[src/rtl/rsas_pkg.sv]
// Shared types and constants for the rotated sorted array search unit.
// No dependencies; every other file of the block but rsas_ram uses this package.
`default_nettype none

package rsas_pkg;

  // Default geometry of the element store.
  localparam int unsigned DEPTH_DEFAULT       = 1024;
  localparam int unsigned VALUE_WIDTH_DEFAULT = 32;

  // Width of the reported position field.
  localparam int unsigned POS_W = 10;

  // Item command codes.
  localparam logic CMD_STORE  = 1'b0;
  localparam logic CMD_SEARCH = 1'b1;

  // Controller states, one-hot.
  typedef enum logic [5:0] {
    S_IDLE   = 6'b000001,
    S_CHECK  = 6'b000010,
    S_RD_HI  = 6'b000100,
    S_RD_MID = 6'b001000,
    S_EVAL   = 6'b010000,
    S_DONE   = 6'b100000
  } state_e;

  // Commands from the controller to the datapath.
  typedef struct packed {
    logic store;   // write the incoming word into the store
    logic start;   // begin a search over the stored elements
    logic check;   // test the range, read lo (rotated) or mid (plain)
    logic rd_hi;   // capture the lo element, read hi
    logic rd_mid;  // capture the hi element, read mid
    logic eval;    // compare the mid element and narrow the range
    logic emit;    // move the result into the output register
  } dp_cmd_t;

  // Status from the datapath to the controller.
  typedef struct packed {
    logic empty;        // no elements stored
    logic range_empty;  // lo has passed hi
    logic plain;        // range is known to be sorted
    logic hit;          // mid element equals the target
    logic out_free;     // output register can take a word this cycle
  } dp_status_t;

endpackage

`default_nettype wire

[src/rtl/rsas_ctrl.sv]
// Sequencing state machine of the rotated sorted array search unit.
// Depends on rsas_pkg for the state, command and status types.
`default_nettype none

module rsas_ctrl (
  input  wire logic                 clk_i,
  input  wire logic                 rst_ni,
  input  wire logic                 in_valid_i,
  input  wire logic                 in_cmd_i,
  output logic                      in_ready_o,
  input  wire rsas_pkg::dp_status_t status_i,
  output rsas_pkg::dp_cmd_t         cmd_o
);
  import rsas_pkg::*;

  state_e state_q, state_d;
  logic   in_acc;

  assign in_ready_o = (state_q == S_IDLE);
  assign in_acc     = in_valid_i && in_ready_o;

  always_comb begin
    state_d = state_q;
    cmd_o   = '0;
    case (state_q)
      S_IDLE: begin
        if (in_acc) begin
          if (in_cmd_i == CMD_STORE) begin
            cmd_o.store = 1'b1;
          end else begin
            cmd_o.start = 1'b1;
            state_d     = status_i.empty ? S_DONE : S_CHECK;
          end
        end
      end
      S_CHECK: begin
        cmd_o.check = 1'b1;
        if (status_i.range_empty) begin
          state_d = S_DONE;
        end else if (status_i.plain) begin
          state_d = S_EVAL;
        end else begin
          state_d = S_RD_HI;
        end
      end
      S_RD_HI: begin
        cmd_o.rd_hi = 1'b1;
        state_d     = S_RD_MID;
      end
      S_RD_MID: begin
        cmd_o.rd_mid = 1'b1;
        state_d      = S_EVAL;
      end
      S_EVAL: begin
        cmd_o.eval = 1'b1;
        state_d    = status_i.hit ? S_DONE : S_CHECK;
      end
      S_DONE: begin
        if (status_i.out_free) begin
          cmd_o.emit = 1'b1;
          state_d    = S_IDLE;
        end
      end
      default: begin
        state_d = S_IDLE;
      end
    endcase
  end

  always_ff @(posedge clk_i or negedge rst_ni) begin
    if (!rst_ni) begin
      state_q <= S_IDLE;
    end else begin
      state_q <= state_d;
    end
  end

endmodule

`default_nettype wire

[config.mk]
export PLATFORM = sky130hd
export DESIGN_NAME = rsas_ctrl
export DESIGN_NICKNAME = d
export VERILOG_FILES = /design/src/rtl/rsas_pkg.sv /design/src/rtl/rsas_ctrl.sv
export SDC_FILE = /design/constraint.sdc
export NUM_CORES = 1
export LEC_CHECK = 0
export BUFFER_PORTS_ARGS = -buffer_cell sky130_fd_sc_hd__buf_2
export CAP_MARGIN = 40
export CELL_PAD_IN_SITES_DETAIL_PLACEMENT = 1
export CELL_PAD_IN_SITES_GLOBAL_PLACEMENT = 1
export CORE_AREA = 3 3 40 42
export CTS_BUF_LIST = sky130_fd_sc_hd__clkbuf_16
export DETAILED_ROUTE_END_ITERATION = 8
export DIE_AREA = 0 0 43 45
export PLACE_DENSITY = 0.72
export SLEW_MARGIN = 20
export SYNTH_ARGS = -nofsm -noshare
export SYNTH_HDL_FRONTEND = slang
export SYNTH_SLANG_ARGS = --single-unit
export TNS_END_PERCENT = 50
[constraint.sdc]
create_clock -name clk_i -period 3.76 [get_ports clk_i]
set_input_delay 0.752 -clock clk_i [delete_from_list [all_inputs] [get_ports clk_i]]
set_output_delay 0.752 -clock clk_i [all_outputs]
set_load 0.02 [all_outputs]
==> summary.txt <==
Final layout
  • Final nets: 75
  • Most frequent cells in the layout: buf_2, nor3_1, dfrtp_1
  • Most flop-heavy register: state_q
  • N_diodes: 0
  • Layout area overhead: 38.3%
  • Finished Cell Area: 601 sq um
  • Layout cells sized above 1: 40.0%
  • Max reg flops: 6
  • Top Registers: state_q x6
  • Most common cell after layout, fill and taps aside: buf_2

Placement
  • Post-DP Area: 522 sq um
  • Dpl hpwl: 928 um
  • Port bufs: 16
  • GPL Wtd Cong: 0.794

Timing
  • Setup TNS Final: 0 ns
  • Slew Viols, Final: 0
  • Final hold violations: 0
  • Clock skew: 0.00119 ns
  • F_max: 0.400 GHz
  • Final setup fails: 0
  • Final period util: 66.5%
  • RSZ-0062 raised after global routing: no
  • Worst-Margin Slew: 0.371 ns
  • Min Tclk post-route: 2.50 ns
  • Max_slew headroom: 74.9%

Clocking
  • Bufs on Longest Clock Path: 2
  • Cts bufs inserted: 3
  • H-tree depth: 1
  • Clock tree sinks: 6
  • CTS tree: built
  • Clk pin slew, worst setup/hold paths: 0.03 ns
  • Hold buffers post-CTS: 0
  • Root buffer cell: clkbuf_16
  • Postcts setup bufs: 0
  • Post-cts resize count: 0
  • Clk Latency, worst-skew pair: 0.23 ns

GRT
  • GR Util All Layers: 13.2%
  • First-pass GRT wire length: 1810 um
  • Global route overflow: 0
  • Layer with the highest usage: met2
  • Number of global-route vias before repair: 406
  • Met2 Usage GRT: 23.1%
  • Largest net degree at the start of global routing: 11
  • Initial antenna violation count: 0
  • Met3 Use GR: 2.79%
  • M1 GR Usage: 14.3%

Detailed routing
  • Detailed-route wire length: 1120 um
  • Initial detailed-routing violation count: 0
  • Vias per cell: 5.03
  • Number of nets with antenna violations after routing: 0
  • DRC: 0
  • Avg WL per Cell: 14.0 um
  • Total number of vias: 402
  • DR pass1 iterations: 1

Pwr
  • P_sw: 0.0000620 W
  • Sequential share of power: 25.3%
  • Total internal power: 0.000227 W
  • IR drop worst, VDD: 0.000298 V
  • Pwr per Cell Area: 481 nW/um^2
  • Comb pwr share: 14.7%
  • Sw Ratio: 21.4%
  • Clock Power Share: 60.0%
  • Leak: 0.343 nW

Worst setup path
  • Worst path arrival time: 1.75 ns
  • CP endpoint kind: primary output
  • Worst endpoint required time: 3.01 ns
  • Type of element launching the critical path: register
  • CP Class: register to primary output
  • Crit path max fanout: 8

Logic synthesis
  • Area leader, netlist: dfrtp_1
  • Syn Inst Count: 46
  • Synth top area cells: dfrtp_1, dfstp_2, nor3_1
  • Syn Area/Cell: 9.44 sq um
  • Share of the synthesized area in the top cell type: 28.8%
  • Synthesized area: 434 sq um
  • #FFs+latches synth: 6
  • Syn. warnings: 0
  • Net Count, Synth: 55
  • Sequential share of the synthesized area: 34.9%
  • Synth cell types: 26

Floorplanning
  • I/O Pins: 17
  • Initial core utilization: 33.8%
  • FP Rows: 13
  • Die area: 1940 sq um
  • Core area: 1280 sq um
  • DIE HEIGHT: 45 um
  • Die W: 43 um

Outcome
  • Status: completed

Job
  • MaxCap Viol Count: 0

Min path
  • Hold Path Class: primary input to async pin
## path summary, 6_finish.rpt
path	end	cells past startpoint	slack (ns)	start
max in group asynchronous	state_q[0]	1	3.21	rst_ni
setup reg to reg	state_q[4]	4	2.26	state_q[5]
setup / recovery	cmd_o[5]	4	1.26	state_q[5]
hold / removal	state_q[5]	1	0.34	rst_ni
hold reg to reg	state_q[3]	1	0.59	state_q[5]
min in group clk_i	state_q[3]	1	0.59	state_q[5]
## power groups by stage
stage / Clock, W / Sequential [W] / Combinational, W
floorplan: 0 / 0.0000725 / 0.0000291
global placement: 0 / 0.0000736 / 0.0000428
detailed placement: 0 / 0.0000736 / 0.0000438
CTS: 0.000176 / 0.0000730 / 0.0000439
global route: 0.000183 / 0.0000737 / 0.0000475
finish: 0.000173 / 0.0000731 / 0.0000426
## synth_stat cells
library cell	instances
and2b_1	1
inv_1	3
a21oi_1	1
and4bb_2	1
nor4_1	1
nor2b_1	3
a21o_1	2
and3_2	1
dfstp_2	1
nand2b_4	1
nor2_1	4
nor3_1	5
o311ai_1	1
dfrtp_1	5
nor2b_4	1
and3b_1	1
and2_1	1
nand2_1	3
a22oi_1	1
o2bb2ai_1	1
o21ai_0	2
or4_4	1
or4b_1	1
a22o_4	1
buf_6	1
and4b_1	2
## critical path, cell delays in order (launching register included)
cell,delay (ns)
dfrtp_1,0.44
or4_4,0.59
nor2b_4,0.16
and3_2,0.18
buf_2,0.15
## kinds of logic after synthesis
logic type / Yosys count / share of synthesized area [%]
buffers and inverters: 4 / 5.19
AND/OR/NAND/NOR: 27 / 43.2
AO/OA/AOI/OAI: 9 / 16.7
flip-flops: 6 / 34.9
## per-layer routing
layer / vias up / share of wire (%)
met5: - / 0
met4: 0 / 0
met3: 0 / 6.4
met2: 13 / 50
met1: 185 / 44
li1: 204 / -
## per-stage QoR
| step | cells | utilization, % | hold WS [ns] | total power [W] | setup slack, ns |
|---|---|---|---|---|---|
| 3_3_place_gp | 76 | 40.6 | 0.556 | 0.000116 | 1.52 |
| 2_1_floorplan | 46 | - | 0.456 | 0.000102 | 1.42 |
| 4_1_cts | 80 | 46.7 | 0.339 | 0.000293 | 1.25 |
| 6_report | 80 | 46.7 | 0.337 | 0.000289 | 1.26 |
| 3_5_place_dp | 76 | 40.6 | 0.566 | 0.000117 | 1.50 |
| 5_1_grt | 80 | 46.7 | 0.344 | 0.000304 | 1.16 |
## area by class of cell
cell class / instances / area (sq um)
Clock buffer: 3 / 75.1
Clock inverter: 1 / 3.75
Fill cell: 160 / 684
Inverter: 3 / 11.3
Multi-Input combinational cell: 36 / 260
Sequential cell: 6 / 151
Tap cell: 15 / 18.8
Timing Repair Buffer: 16 / 80.1
Power figures use the tool's default switching activity.
